<file path="config.mk">
export PLATFORM = sky130hd
export DESIGN_NAME = sum16_checked_frame_parser
export DESIGN_NICKNAME = d
export VERILOG_FILES = /design/src/rtl/scfp_pkg.sv /design/src/rtl/scfp_fsm.sv /design/src/rtl/scfp_out_stage.sv /design/src/rtl/sum16_checked_frame_parser.sv
export SDC_FILE = /design/constraint.sdc
export NUM_CORES = 1
export LEC_CHECK = 0
export BUFFER_PORTS_ARGS = -buffer_cell sky130_fd_sc_hd__buf_2
export CORE_UTILIZATION = 40
export CTS_BUF_LIST = sky130_fd_sc_hd__clkbuf_2
export CTS_CLUSTER_DIAMETER = 60
export DETAILED_ROUTE_END_ITERATION = 8
export SLEW_MARGIN = 20
export SYNTH_ARGS = -nofsm -noshare
export SYNTH_HDL_FRONTEND = slang
export SYNTH_SLANG_ARGS = --single-unit
export TNS_END_PERCENT = 50
</file>
<file path="constraint.sdc">
create_clock -name clk -period 15.25 [get_ports clk]
set_clock_uncertainty 0.2 [all_clocks]
set_input_delay 3.05 -clock clk [delete_from_list [all_inputs] [get_ports clk]]
set_output_delay 3.05 -clock clk [all_outputs]
set_load 0.05 [all_outputs]
</file>
<file path="src/rtl/scfp_pkg.sv">
// Shared types and constants for the sum16 checked frame parser.
`timescale 1ns / 1ps

package scfp_pkg;

  // Reset value of the start delimiter register.
  localparam logic [7:0] DEFAULT_DELIMITER = 8'h7E;

  typedef enum logic [2:0] {
    PH_START   = 3'd0,
    PH_LENGTH  = 3'd1,
    PH_PAYLOAD = 3'd2,
    PH_CKLOW   = 3'd3,
    PH_CKHIGH  = 3'd4,
    PH_HALT    = 3'd5
  } phase_t;

  typedef enum logic [1:0] {
    KIND_PAYLOAD   = 2'd0,
    KIND_CK_GOOD   = 2'd1,
    KIND_CK_BAD    = 2'd2,
    KIND_BAD_START = 2'd3
  } kind_t;

  typedef struct packed {
    kind_t       kind;
    logic [7:0]  byte_value;
    logic [7:0]  frame_length;
    logic [15:0] computed_sum;
    logic [15:0] received_checksum;
  } result_t;

endpackage

</file>
<file path="src/rtl/scfp_fsm.sv">
// Frame parsing state machine with running payload sum and checksum compare.
`timescale 1ns / 1ps

module scfp_fsm (
  input  logic                clk,
  input  logic                rst_n,
  input  logic                cfg_wr_en,
  input  logic [7:0]          cfg_wr_data,
  input  logic                accept,
  input  logic [7:0]          rx_byte,
  output logic                res_valid,
  output scfp_pkg::result_t   res
);
  import scfp_pkg::*;

  phase_t      phase_r, phase_nxt;
  logic [7:0]  delim_r;
  logic [7:0]  length_r, length_nxt;
  logic [7:0]  remain_r, remain_nxt;
  logic [15:0] sum_r, sum_nxt;
  logic [7:0]  cklow_r, cklow_nxt;
  logic [15:0] sum_add;
  logic [7:0]  remain_dec;
  logic [15:0] ck_word;

  assign sum_add    = sum_r + {8'd0, rx_byte};
  assign remain_dec = remain_r - 8'd1;
  assign ck_word    = {rx_byte, cklow_r};

  always_ff @(posedge clk) begin
    if (!rst_n) begin
      phase_r  <= PH_START;
      delim_r  <= DEFAULT_DELIMITER;
      length_r <= 8'd0;
      remain_r <= 8'd0;
      sum_r    <= 16'd0;
      cklow_r  <= 8'd0;
    end else begin
      if (cfg_wr_en) begin
        delim_r <= cfg_wr_data;
      end
      if (accept) begin
        phase_r  <= phase_nxt;
        length_r <= length_nxt;
        remain_r <= remain_nxt;
        sum_r    <= sum_nxt;
        cklow_r  <= cklow_nxt;
      end
    end
  end

  always_comb begin
    phase_nxt  = phase_r;
    length_nxt = length_r;
    remain_nxt = remain_r;
    sum_nxt    = sum_r;
    cklow_nxt  = cklow_r;
    res_valid  = 1'b0;
    res        = '0;
    case (phase_r)
      PH_START: begin
        if (rx_byte == delim_r) begin
          phase_nxt = PH_LENGTH;
        end else begin
          res_valid      = 1'b1;
          res.kind       = KIND_BAD_START;
          res.byte_value = rx_byte;
          phase_nxt      = PH_HALT;
        end
      end
      PH_LENGTH: begin
        length_nxt = rx_byte;
        remain_nxt = rx_byte;
        sum_nxt    = 16'd0;
        phase_nxt  = (rx_byte == 8'd0) ? PH_CKLOW : PH_PAYLOAD;
      end
      PH_PAYLOAD: begin
        sum_nxt    = sum_add;
        remain_nxt = remain_dec;
        if (remain_dec == 8'd0) begin
          phase_nxt = PH_CKLOW;
        end
        res_valid        = 1'b1;
        res.kind         = KIND_PAYLOAD;
        res.byte_value   = rx_byte;
        res.frame_length = length_r;
        res.computed_sum = sum_add;
      end
      PH_CKLOW: begin
        cklow_nxt = rx_byte;
        phase_nxt = PH_CKHIGH;
      end
      PH_CKHIGH: begin
        res_valid             = 1'b1;
        res.kind              = (ck_word == sum_r) ? KIND_CK_GOOD : KIND_CK_BAD;
        res.frame_length      = length_r;
        res.computed_sum      = sum_r;
        res.received_checksum = ck_word;
        phase_nxt             = PH_START;
      end
      default: begin
        // halted: drop every byte until reset
        phase_nxt = PH_HALT;
      end
    endcase
  end

endmodule

</file>
<file path="src/rtl/scfp_out_stage.sv">
// Result register between the parser and the output channel.
`timescale 1ns / 1ps

module scfp_out_stage (
  input  logic                clk,
  input  logic                rst_n,
  input  logic                load,
  input  scfp_pkg::result_t   res,
  output logic                room,
  output logic                out_valid,
  input  logic                out_ready,
  output scfp_pkg::result_t   out_res
);
  import scfp_pkg::*;

  logic    valid_r;
  result_t res_r;

  assign room      = !valid_r || out_ready;
  assign out_valid = valid_r;
  assign out_res   = res_r;

  always_ff @(posedge clk) begin
    if (!rst_n) begin
      valid_r <= 1'b0;
    end else if (load) begin
      valid_r <= 1'b1;
    end else if (out_ready) begin
      valid_r <= 1'b0;
    end
  end

  always_ff @(posedge clk) begin
    if (load) begin
      res_r <= res;
    end
  end

endmodule

</file>
<file path="src/rtl/sum16_checked_frame_parser.sv">
// Top level of the sum16 checked frame parser.
`timescale 1ns / 1ps

// Parses a byte stream of frames: start delimiter, length byte, that many
// payload bytes, then a 16-bit additive checksum sent low byte first. Each
// payload byte comes out as a kind 0 result with the frame length and the
// wrapping 16-bit sum so far; the high checksum byte gives a kind 1 (good)
// or kind 2 (bad) result; delimiter, length and low checksum bytes give no
// result. A wrong start byte gives a kind 3 result carrying that byte, and
// the parser then drops all further bytes until reset. On each accepted
// request the state machine updates its phase, count and sum, and any
// result lands in a single output register. One byte per cycle is
// sustained as long as out_ready stays high; in_ready drops only while a
// result waits in the output register and out_ready is low. The start
// delimiter (reset 0x7E) is written through cfg_wr_en and cfg_wr_data,
// and should be changed only while no frame is in flight.
module sum16_checked_frame_parser (
  input  logic        clk,
  input  logic        rst_n,
  // configuration
  input  logic        cfg_wr_en,
  input  logic [7:0]  cfg_wr_data,
  // byte requests in
  input  logic        in_valid,
  output logic        in_ready,
  input  logic [7:0]  in_rx_byte,
  // results out
  output logic        out_valid,
  input  logic        out_ready,
  output logic [1:0]  out_kind,
  output logic [7:0]  out_byte_value,
  output logic [7:0]  out_frame_length,
  output logic [15:0] out_computed_sum,
  output logic [15:0] out_received_checksum
);
  import scfp_pkg::*;

  logic    accept;
  logic    res_valid;
  result_t res;
  result_t out_res;
  logic    room;

  // Take a byte whenever the output register can absorb a result this cycle.
  assign in_ready = room;
  assign accept   = in_valid && in_ready;

  scfp_fsm u_fsm (
    .clk         (clk),
    .rst_n       (rst_n),
    .cfg_wr_en   (cfg_wr_en),
    .cfg_wr_data (cfg_wr_data),
    .accept      (accept),
    .rx_byte     (in_rx_byte),
    .res_valid   (res_valid),
    .res         (res)
  );

  // Hold each result until the downstream side takes it.
  scfp_out_stage u_out (
    .clk       (clk),
    .rst_n     (rst_n),
    .load      (accept && res_valid),
    .res       (res),
    .room      (room),
    .out_valid (out_valid),
    .out_ready (out_ready),
    .out_res   (out_res)
  );

  assign out_kind              = out_res.kind;
  assign out_byte_value        = out_res.byte_value;
  assign out_frame_length      = out_res.frame_length;
  assign out_computed_sum      = out_res.computed_sum;
  assign out_received_checksum = out_res.received_checksum;

endmodule

</file>
After elaboration in Yosys (flattened, before gate mapping)
Index checks and enable logic that the tools add are counted.
{"block": "op_classes", "reduce_logical": 14, "n_eq_ne": 7, "mux": 15, "addsub": 2}
{"op": "case mux 24 bit (2 select lines)", "count": 1}
{"op": "case mux 16 bit (2 select lines)", "count": 1}
{"op": "case mux 8 bit (2 select lines)", "count": 2}
{"op": "adder 16 x 8 -> 16 bit", "count": 1}
{"op": "equality test 16 bit", "count": 1}
{"op": "logical NOT 8 bit", "count": 2}
{"op": "case mux 3 bit (5 select lines)", "count": 1}
{"op": "2-to-1 mux 10 bit", "count": 1}
{"op": "equality test 8 bit", "count": 1}
{"op": "AND reduction 2 bit", "count": 4}
{"op": "subtractor 8 x 1 -> 8 bit (second input constant)", "count": 1}
{"op": "equality test 3 x 2 -> 1 bit (second input constant)", "count": 2}
{"op": "2-to-1 mux 3 bit", "count": 2}
{"op": "2-to-1 mux 1 bit", "count": 4}
{"op": "case mux 2 bit (2 select lines)", "count": 1}
{"op": "nonzero test 2 bit", "count": 2}
{"op": "equality test 3 x 1 -> 1 bit (second input constant)", "count": 1}
{"op": "equality test 3 bit (second input constant)", "count": 1}
{"op": "logical NOT 3 bit", "count": 1}
{"op": "logical AND 1 bit", "count": 2}
{"op": "2-to-1 mux 2 bit", "count": 1}
{"op": "!= test 2 x 1 -> 1 bit (second input constant)", "count": 1}
{"op": "case mux 1 bit (2 select lines)", "count": 1}
{"op": "OR reduction 2 bit", "count": 1}
{"op": "other kinds (2)", "count": 2}
{"block": "word_totals", "reg_bits": 102, "output_inout_bits": 52, "input_bits": 21, "word_cells": 50}

Longest topological paths before layout
Gate-level depths: netlist of run 1.
{"block": "depth", "word_depth": 5, "mapped_depth": 10, "ltp_nobuf": 9}

By module
Synthesis of run 1 repeated with hierarchy kept, for this count alone.
{"block": "hier_totals", "hier_cells": 527, "area_unflattened_um2": 5148.7}
{"module": "scfp_fsm", "seq_area_each_um2": 1021.0, "area_each_um2": 3585.9, "cells_each": 471, "instances": 1}
{"module": "scfp_out_stage", "seq_area_each_um2": 1521.5, "area_each_um2": 1550.2, "cells_each": 54, "instances": 1}
{"module": "sum16_checked_frame_parser", "seq_area_each_um2": 0.0, "area_each_um2": 12.5, "cells_each": 2, "instances": 1}

Worst setup path before layout of run 1
No wires, ideal clock.
{"block": "synth_timing", "path_kind": "input-to-reg", "start": "in in_rx_byte[2]", "end": "reg u_out.res_r, in the netlist u_out.out_res[0] (enable)", "stages": 5, "n_path_buf": 1, "arrival_time_ns": 6.381, "setup_time_ns": 0.474, "setup_slack_ns": 8.195, "cell_sequence": "buf_2 > xor2_1 > nor4_1 > a2111o_1 > a21oi_1"}
{"block": "synth_between", "elab_chain_len": 4}
{"item": "start: declaration", "line_no": "sum16_checked_frame_parser.sv:26", "text": "input logic [7:0] in_rx_byte,"}
{"item": "equality test 8 bit", "line_no": "scfp_fsm.sv:62", "text": "if (rx_byte == delim_r) begin"}
{"item": "2-to-1 mux 1 bit", "line_no": "scfp_fsm.sv:62"}
{"item": "case mux 1 bit (2 select lines)", "line_no": "scfp_fsm.sv:60", "text": "case (phase_r)"}
{"item": "logical AND 1 bit", "line_no": "sum16_checked_frame_parser.sv:63", "text": ".load (accept && res_valid),"}
{"item": "net u_out.load", "line_no": "scfp_out_stage.sv:7", "text": "input logic load,"}
{"item": "end signal: assignment", "line_no": "scfp_out_stage.sv:35", "text": "res_r <= res;"}
{"item": "end: declaration", "line_no": "scfp_out_stage.sv:17", "text": "result_t res_r;"}
The timed path passes the listed nets, and every way through them passes these cells.
A chain may end at the register's enable or synchronous reset.

Final worst setup path of run 1
{"block": "layout_timing", "start": "in out_ready", "end": "out in_ready"}
{"block": "layout_between", "elab_chain_len": 1}
{"item": "start: declaration", "line_no": "sum16_checked_frame_parser.sv:29", "text": "input logic out_ready,"}
{"item": "logical OR 1 bit", "line_no": "scfp_out_stage.sv:19", "text": "assign room = !valid_r || out_ready;"}
{"item": "end: declaration", "line_no": "sum16_checked_frame_parser.sv:25", "text": "output logic in_ready,"}
Every way passes these cells.

==> reports/metrics.csv, run 1 <==
metric,value,unit
synth_edf_count,50,
avgSynthCellArea,9.88,sq um
arrival,3.71,ns
drv_cap,0,
ys.warnings.count,0,
dr.pass1.iters,5,
synth_fp_nets,540,
status,"finished, final reports clean",
worstMarginPinSlew,0.865,ns
place_hpwl,8.48,mm
drive_gt1_share,18.1,%
cts_hold_buf,0,
routed_wl,12.6,mm
drc_errors,0,
layoutNonFillerInstCount,731,
cp.required,12.00,ns
total_power,921,uW
grt_max_degree,51,
end_kind,output port,
antenna_left,0,
gp_congestion,0.866,
period_minus_slack,6.96,ns
vias_per_cell,5.43,
path_max_fanout,7,
nets,590,
num_rows,40,
syn-cell-area,5020,sq um
hold_viol,0,
grt_use_total,20.0,%
timing.final.max_slew_violations,0,
finalSetupTns,0,ns
holdWs,0.267,ns
cts_tree,done,
yosysSeqAreaShare,50.6,%
rsz0062_at_grt,false,
yosys_register_bits,102,
core,12100,sq um
max_freq,0.144,GHz
dpl.cell_count,715,
die_x,114,um
place_area,5460,sq um
clock-sinks,102,
synth_flop_cell,dfxtp_1,
n_antenna_cell,0,
htreeDepth,3,
overflow,0,
cts-root-buf,clkbuf_2,
hp-class,reg -> reg,
synth_async_sr_flop_share,0,%
numPortBuffers,72,
grt_pass1_vias,3738,
crit_type,in -> out,
relSlewSlack,42.3,%
cts.reportedPaths.clkPinSlew,0.24,ns
fin_area,5550,sq um
yosysUniqueCellTypes,57,
leakage,2.42,nW
insertion_delay,0.57,ns
ir_drop,0.0530,mV
p_per_area,166,nW/um^2
period_share,45.6,%
grt_pass1_wl,19.7,mm
pin_count,73,
ctsResizeCount,0,
hold_path_depth,2,
clock_path_buffers,2,
postCtsSetupRepairBufs,0,
synthCells,508,
cts_made_buffers,9,
vias,3966,
area_growth,10.5,%
worst_setup_path_start_kind,primary input,
drtIter0Drc,266,
antenna_found_initial,0,
initial_core_util,41.5,%
final-setup-viol-count,0,
routedWlPerCell,17.2,um
reg2reg_depth,4,
dieArea,13000,sq um
die_y,114,um
-- layout make-up --
type	count	area, sq um
clock buffers	11	55.1
well taps	168	210
clock inverters	5	35.0
fillers	1234	6560
repair buffers	77	398
multi-input cells	360	2280
inverters	8	30.0
flip-flops and latches	102	2540
-- report_power, final --
group / switching, mW / internal [mW]
clock: 0.0901 / 0.0235
sequential: 0.0314 / 0.365
combinational: 0.316 / 0.0952
-- cell families after synthesis --
kind of cell,Yosys count,share of synthesized area (%)
mux,16,3.19
xor+xnor,32,5.58
simple gates,186,18.8
flops,102,50.6
fa+ha+maj,11,2.89
compound gates,115,14.5
buf+inv,46,4.36
-- state kept, by name (all words and copies together), names as in the netlist --
name and count:
u_fsm.length_r 8, u_fsm.cklow_r 8, u_out.out_res 50, u_out.out_valid 1
u_fsm.sum_r 16, u_fsm.phase_r 3, u_fsm.delim_r 8, u_fsm.remain_r 8
-- cell usage in the layout, fill, tap and decap left out, types with 16 or more instances in the layout --
master	n
a21oi_1	39
nor2_1	36
xor2_1	26
dfxtp_1	52
and3_1	18
mux2i_1	16
o21ai_0	23
nand2_1	69
edfxtp_1	50
buf_2	72
-- path summary, 6_finish.rpt --
check	endpoint	slack (ns)	startpoint
hold reg to reg	u_fsm.length_r[7]	0.27	u_fsm.length_r[7]
hold / removal	u_fsm.length_r[7]	0.27	u_fsm.length_r[7]
setup / recovery	in_ready	8.29	out_ready
setup reg to reg	u_out.out_res[43]	12.00	u_fsm.phase_r[2]
-- metal layers --
| layer | track usage [%] | wire length (um) | vias up |
|---|---|---|---|
| li1 | - | - | 1904 |
| met1 | 25.9 | 5610 | 1899 |
| met2 | 33.1 | 5930 | 138 |
| met3 | 3.51 | 710 | 25 |
| met4 | 8.23 | 334 | 0 |
| met5 | 0 | 0 | - |
-- cell usage after synthesis, types with 3 or more instances --
cell	count	share of area, %
a211oi_1	3	0.45
a21o_1	13	1.9
a21oi_1	40	4.0
a22o_1	5	0.87
a22oi_1	3	0.45
a31oi_1	11	1.4
and2_1	9	1.1
and3_1	18	2.2
buf_2	17	1.7
clkbuf_1	14	1.0
dfxtp_1	52	21
edfxtp_1	50	30
ha_1	10	2.5
inv_1	8	0.60
mux2i_1	16	3.2
nand2_1	69	5.2
nand2b_1	6	0.75
nand3_1	9	0.90
nand4_1	4	0.50
nor2_1	36	2.7
nor2b_1	9	1.1
nor3_1	4	0.40
nor4_1	10	1.2
o21ai_0	23	2.3
xnor2_1	6	1.0
xor2_1	26	4.5
-- stage by stage --
| step | worst slack [ns] | util [%] |
|---|---|---|
| floorplan | 8.20 | - |
| global placement | 8.31 | 45.1 |
| detailed placement | 8.29 | 45.1 |
| CTS | 8.29 | 45.8 |
| global route | 8.23 | 45.8 |
| finish | 8.29 | 45.8 |
-- worst max-delay path: stages --
cell and delay [ns]:
buf_2 0.07, nand2b_1 0.25, buf_2 0.33
Power figures use the tool's default switching activity.
==> inputs of run 2 (changes only) <==
clock period = 6.2 ns   (was 15.25 ns; I/O delays follow)
==> run 2 against run 1 <==
Effect of this change: core utilization is 0.10 points lower; non-clock buffer count down 1; setup slack got worse by 5.7 ns; first-iteration DRC count rose by 14%; die area unchanged; clock power rose by 150%; cell count shrank 0.27%; sequential share of layout area is 0.10 points higher; sequential power is 150% higher; register-to-register slack lost 9.4 ns; via count is 1.4% higher; sequential cell count did not move; critical endpoint is now u_out.out_res[20].
==> reports/metrics.csv, run 2 (same netlist as run 1, synthesis figures left out) <==
metric,value,unit,change
status,"finished, final reports clean",,unchanged
clock_path_buffers,2,,unchanged
grt_pass1_vias,3777,,was 3738
swShare,48.1,%,was 47.5%
cts_hold_buf,0,,unchanged
combPwrFrac,44.6,%,about the same
final_util,45.7,%,was 45.8%
most-common-layout-cells,"buf_2 (72), nand2_1 (69), dfxtp_1 (52)",,unchanged
period_minus_slack,3.59,ns,
leakage,2.41,nW,was 2.42 nW
arrival,3.72,ns,was 3.71 ns
insertion_delay,0.63,ns,was 0.57 ns
end_kind,flip-flop,,was output port
overflow,0,,unchanged
grt_use_total,20.9,%,was 20.0%
p_int,1.19,mW,was 484 uW
core,12100,sq um,unchanged
worstSetupStartpoint,u_fsm.phase_r[2],,was out_ready
initial_core_util,41.5,%,unchanged
grt_pass1_wl,20.5,mm,was 19.7 mm
n_antenna_cell,0,,unchanged
rsz0062_at_grt,false,,unchanged
nets,589,,was 590
crit_chain,and2_1 > nor2_1 > a21oi_4 > buf_4,,was buf_2 > nand2b_1 > buf_2
worst_setup_path_start_kind,flip-flop,,was primary input
period_share,58.0,%,
num_rows,40,,unchanged
largest_register_ff_count,50,,unchanged
die_x,114,um,unchanged
dieArea,13000,sq um,unchanged
routed_wl,13.1,mm,was 12.6 mm
ir_drop,0.160,mV,was 0.0530 mV
postCtsSetupRepairBufs,0,,unchanged
cts_tree,done,,unchanged
drtIter0Drc,303,,was 266
cp.required,6.33,ns,was 12.00 ns
routedWlPerCell,17.9,um,was 17.2 um
timing.final.max_slew_violations,0,,unchanged
vias,4020,,was 3966
p_per_area,412,nW/um^2,was 166 nW/um^2
dp_worst_setup_slack,2.11,ns,was 8.29 ns
antenna_found_initial,0,,unchanged
hold_viol,0,,unchanged
path_max_fanout,33,,was 7
place_area,5450,sq um,was 5460 sq um
ctsResizeCount,0,,unchanged
layout_commonest_cell,buf_2,,unchanged
clockPowerShare,12.3,%,about the same
worstHoldStart,u_fsm.length_r[4],,was u_fsm.length_r[7]
die_y,114,um,unchanged
timing.rr.start,u_fsm.phase_r[2],,unchanged
clock-sinks,102,,unchanged
place_hpwl,9.37,mm,was 8.48 mm
cts_made_buffers,9,,unchanged
cp_slowest_cell,a21oi_4,,was buf_2
worstMarginPinSlew,1.06,ns,was 0.865 ns
pin_count,73,,unchanged
power_switching,1.10,mW,was 438 uW
max_freq,0.278,GHz,
dr.pass1.iters,5,,unchanged
grt_max_degree,40,,was 51
finalSetupTns,0,ns,unchanged
drc_errors,0,,unchanged
gp_congestion,0.861,,was 0.866
cp_slowest_stage_delay,0.90,ns,was 0.33 ns
numPortBuffers,72,,unchanged
crit_type,reg -> reg,,was in -> out
seqPwrFrac,43.1,%,was 43.0%
fin_area,5540,sq um,was 5550 sq um
htreeDepth,3,,unchanged
relSlewSlack,29.1,%,was 42.3%
drive_gt1_share,17.8,%,was 18.1%
area_growth,10.2,%,was 10.5%
hp-class,reg -> reg,,unchanged
cts.reportedPaths.clkPinSlew,0.24,ns,about the same
cts-root-buf,clkbuf_2,,unchanged
final-setup-viol-count,0,,unchanged
vias_per_cell,5.51,,was 5.43
antenna_left,0,,unchanged
worst_slack,2.61,ns,was 8.29 ns
drv_cap,0,,unchanged
-- run 2: changes by cell type in the layout (fill, tap and decap cells not counted), sizes merged --
cell    change
clkbuf      -1
inv         +1
buf         -1
clkinv      -1
-- run 2: worst paths after layout --
kind,end,slack [ns],cells after the start
max reg2reg,u_out.out_res[20],2.61,4
min,u_fsm.length_r[4],0.27,2
max,u_out.out_res[20],2.61,4
min reg2reg,u_fsm.length_r[4],0.27,2
-- run 2: layout make-up --
type,count,area (sq um)
Sequential cell,102,2540
Multi-Input combinational cell,360,2280
Fill cell,1224,6580
Clock inverter,5,35.0
Inverter,8,30.0
Tap cell,168,210
Clock buffer,10,50.0
Timing Repair Buffer,76,390
-- run 2: per-stage QoR --
stage	power (mW)	hold slack, ns	std cells
6_report	2.28	0.272	729
3_3_place_gp	2.01	0.246	714
2_1_floorplan	1.78	0.232	508
4_1_cts	2.30	0.274	729
5_1_grt	2.40	0.288	729
3_5_place_dp	2.02	0.246	714
-- run 2: per-layer routing --
metal	vias to the layer above	global-route usage, %	wire length (um)
met5	-	0	0
met1	1928	26.6	5660
li1	1914	-	-
met2	155	34.5	6210
met3	23	4.94	861
met4	0	8.05	332
-- run 2: power by group through the flow --
stage          clock network, mW  registers (mW)  logic, mW
6_report                   0.281           0.983       1.02
3_5_place_dp                   0            1.00       1.02
4_1_cts                    0.290           0.985       1.02
2_1_floorplan                  0            1.38      0.396
3_3_place_gp                   0            1.00       1.01
5_1_grt                    0.317            1.00       1.08
-- run 2: critical path: cells and delay by family (launching register included) --
| family | cells | cell delay (ns) |
|---|---|---|
| AO/OA/AOI/OAI | 1 | 0.90 |
| flip-flops | 1 | 0.89 |
| buffers and inverters | 1 | 0.40 |
| AND/OR/NAND/NOR | 2 | 0.93 |
==> inputs of run 3 (changes only) <==
ABC_AREA = 1   (was unset)
clock period = 3.4 ns   (was 6.2 ns; I/O delays follow)
==> run 3 against run 2 <==
Effect of this change: via count is 3.6% higher; highest routed layer unchanged; global-route usage is 0.78 points lower; die area is 1.9% lower; largest power group is now sequential cells; routed wire length is 6.2% lower; cell count is 11% higher; clock power is 80% higher; clock-buffer cell count is 1 higher; synthesized area is 1.9% lower; register-to-register slack worse by 1.7 ns; power is 37% higher; sequential power is 60% higher.
==> reports/metrics.csv, run 3 <==
metric,value,unit,change
largest_register_ff_count,50,,unchanged
die_y,113,um,was 114 um
yosysTopAreaCellShare,30.5,%,was 29.9%
synthCells,593,,was 508
synth_async_sr_flop_share,0,%,unchanged
cp_slowest_stage_delay,0.49,ns,was 0.90 ns
clockPowerShare,16.2,%,was 12.3%
dpl.cell_count,795,,was 714
ys.warnings.count,0,,unchanged
ir_drop,0.194,mV,was 0.160 mV
initial_core_util,41.0,%,was 41.5%
clock-sinks,102,,unchanged
cts_made_buffers,9,,unchanged
area_growth,11.9,%,was 10.2%
die_x,113,um,was 114 um
yosysTopAreaCell,edfxtp_1,,unchanged
avgSynthCellArea,8.30,sq um,was 9.88 sq um
synth.most_common_cell,nand2_1,,unchanged
synth_edf_count,50,,unchanged
cts-root-buf,clkbuf_2,,unchanged
rsz0062_at_grt,false,,unchanged
grt_max_degree,46,,was 40
drtIter0Drc,295,,was 303
relSlewSlack,42.3,%,was 29.1%
layoutNonFillerInstCount,811,,was 729
dieArea,12800,sq um,was 13000 sq um
period_share,74.7,%,was 58.0%
most-common-layout-cells,"nand2_1 (101), buf_2 (72), inv_1 (66), o21ai_0 (66), a21oi_1 (62)",,"was buf_2 (72), nand2_1 (69), dfxtp_1 (52)"
insertion_delay,0.57,ns,was 0.63 ns
finalSetupTns,0,ns,unchanged
worst_setup_path_start_kind,flip-flop,,unchanged
yosys_register_bits,102,,unchanged
core,12000,sq um,was 12100 sq um
drc_errors,0,,unchanged
yosysUniqueCellTypes,35,,was 57
nets,691,,was 589
synth_fp_nets,625,,was 540
num_rows,40,,unchanged
routedWlPerCell,15.1,um,was 17.9 um
cts_hold_buf,0,,unchanged
power_switching,1.28,mW,was 1.10 mW
layout_commonest_cell,nand2_1,,was buf_2
synthTopCellsByCount,"nand2_1 (101), inv_1 (67), o21ai_0 (66), a21oi_1 (62), nor2_1 (58)",,"was nand2_1 (69), dfxtp_1 (52), edfxtp_1 (50), a21oi_1 (40), nor2_1 (36)"
pin_count,73,,unchanged
combPwrFrac,33.3,%,was 44.6%
clock_path_buffers,2,,unchanged
end_kind,flip-flop,,unchanged
yosysSeqAreaShare,51.6,%,was 50.6%
fin_area,5510,sq um,was 5540 sq um
synthXorXnorAreaFrac,3.02,%,was 5.58%
arrival,2.67,ns,was 3.72 ns
synth_top_family_by_area,simple AND/OR/NAND/NOR gates,,unchanged
postCtsSetupRepairBufs,0,,unchanged
final-setup-viol-count,0,,unchanged
cp.required,3.54,ns,was 6.33 ns
total_power,3.12,mW,was 2.28 mW
timing.final.max_slew_violations,0,,unchanged
grt_pass1_wl,19.8,mm,was 20.5 mm
path_max_fanout,4,,was 33
synthMuxAreaShare,0,%,was 3.19%
period_minus_slack,2.54,ns,was 3.59 ns
crit_type,reg -> reg,,unchanged
leakage,2.32,nW,was 2.41 nW
numPortBuffers,72,,unchanged
seqPwrFrac,50.5,%,was 43.1%
hold_viol,0,,unchanged
syn-cell-area,4920,sq um,was 5020 sq um
p_per_area,566,nW/um^2,was 412 nW/um^2
crit_chain,ha_1 > inv_1 > fa_1 > inv_1 > nand2_1 > a21oi_1 > nand3b_1 > nand2_1 > a21oi_1 > o21ai_0 > o21ai_0,,was and2_1 > nor2_1 > a21oi_4 > buf_4
status,"finished, final reports clean",,unchanged
synthSimpleGateAreaFrac,20.2,%,was 18.8%
grt_pass1_vias,3927,,was 3777
drv_cap,0,,unchanged
drive_gt1_share,17.2,%,was 17.8%
gp_congestion,0.860,,was 0.861
htreeDepth,3,,unchanged
vias,4163,,was 4020
synth_flop_cell,dfxtp_1,,unchanged
n_antenna_cell,0,,unchanged
cp_slowest_cell,dfxtp_1,,was a21oi_4
p_int,1.84,mW,was 1.19 mW
synth_area_leaders,"edfxtp_1 (30%), dfxtp_1 (21%), nand2_1 (7.7%)",,"was edfxtp_1 (30%), dfxtp_1 (21%), nand2_1 (5.2%)"
antenna_found_initial,0,,unchanged
hp-class,in -> reg,,was reg -> reg
worstMarginPinSlew,0.866,ns,was 1.06 ns
ctsResizeCount,0,,unchanged
antenna_left,0,,unchanged
cts_tree,done,,unchanged
dr.pass1.iters,7,,was 5
cts.reportedPaths.clkPinSlew,0.28,ns,was 0.24 ns
synth_compound_area_share,14.4,%,was 14.5%
place_hpwl,8.69,mm,was 9.37 mm
overflow,0,,unchanged
max_freq,0.394,GHz,was 0.278 GHz
vias_per_cell,5.13,,was 5.51
place_area,5420,sq um,was 5450 sq um
swShare,41.0,%,was 48.1%
synthAdderAreaFrac,2.95,%,was 2.89%
final_util,45.9,%,was 45.7%
routed_wl,12.2,mm,was 13.1 mm
grt_use_total,20.1,%,was 20.9%
run 3: power groups by stage:
stage          clock network (mW)  logic [mW]  registers, mW
5_1_grt                     0.570        1.13           1.59
3_3_place_gp                    0        1.03           1.60
4_1_cts                     0.523        1.04           1.58
6_report                    0.505        1.04           1.57
3_5_place_dp                    0        1.04           1.60
2_1_floorplan                   0       0.447           1.93
run 3: worst paths after layout:
path,from,to,slack (ns),depth (start not counted)
max,u_fsm.sum_r[0],u_out.out_res[24],0.86,11
min,cfg_wr_data[5],u_fsm.delim_r[5],0.09,3
max reg2reg,u_fsm.sum_r[0],u_out.out_res[24],0.86,11
min reg2reg,u_fsm.length_r[4],u_fsm.length_r[4],0.27,2
run 3: cell type report:
type,count,area (sq um)
fillers,1196,6500
inverters,73,274
clock buffers,11,55.1
flip-flops and latches,102,2540
multi-input cells,394,1990
repair buffers,79,425
well taps,147,184
clock inverters,5,35.0
run 3: metrics by stage:
stage	hold WS [ns]	worst slack [ns]
detailed placement	0.246	0.467
finish	0.0878	0.861
floorplan	0.230	0.375
global placement	0.243	0.516
global route	0.0156	0.562
CTS	0.0375	0.846
run 3: worst max-delay path, delay by kind of cell (launching register included):
kind                     cells  cell delay [ns]
flip-flops                   1             0.49
AO/OA/AOI/OAI                4             0.59
adder cells (fa/ha/maj)      2             0.57
AND/OR/NAND/NOR              3             0.31
buffers and inverters        2             0.15
run 3: layer usage:
layer  vias up  part of all wire [%]  GRT usage, %
met1      1923                    47          26.2
met4         0                   2.0          7.28
met3        16                   4.1          3.27
met2       118                    47          33.9
li1       2106                     -             -
met5         -                     0             0
run 3: cell families (layout without fill, tap and decap cells):
| logic type | Yosys count | count (layout) |
|---|---|---|
| and+or+nand+nor | 229 | 229 |
| xor gates and xnor gates | 17 | 17 |
| DFF | 102 | 102 |
| adders and majority gates | 11 | 11 |
| AOI/OAI and AO/OA | 137 | 137 |
| buffers and inverters | 97 | 168 |
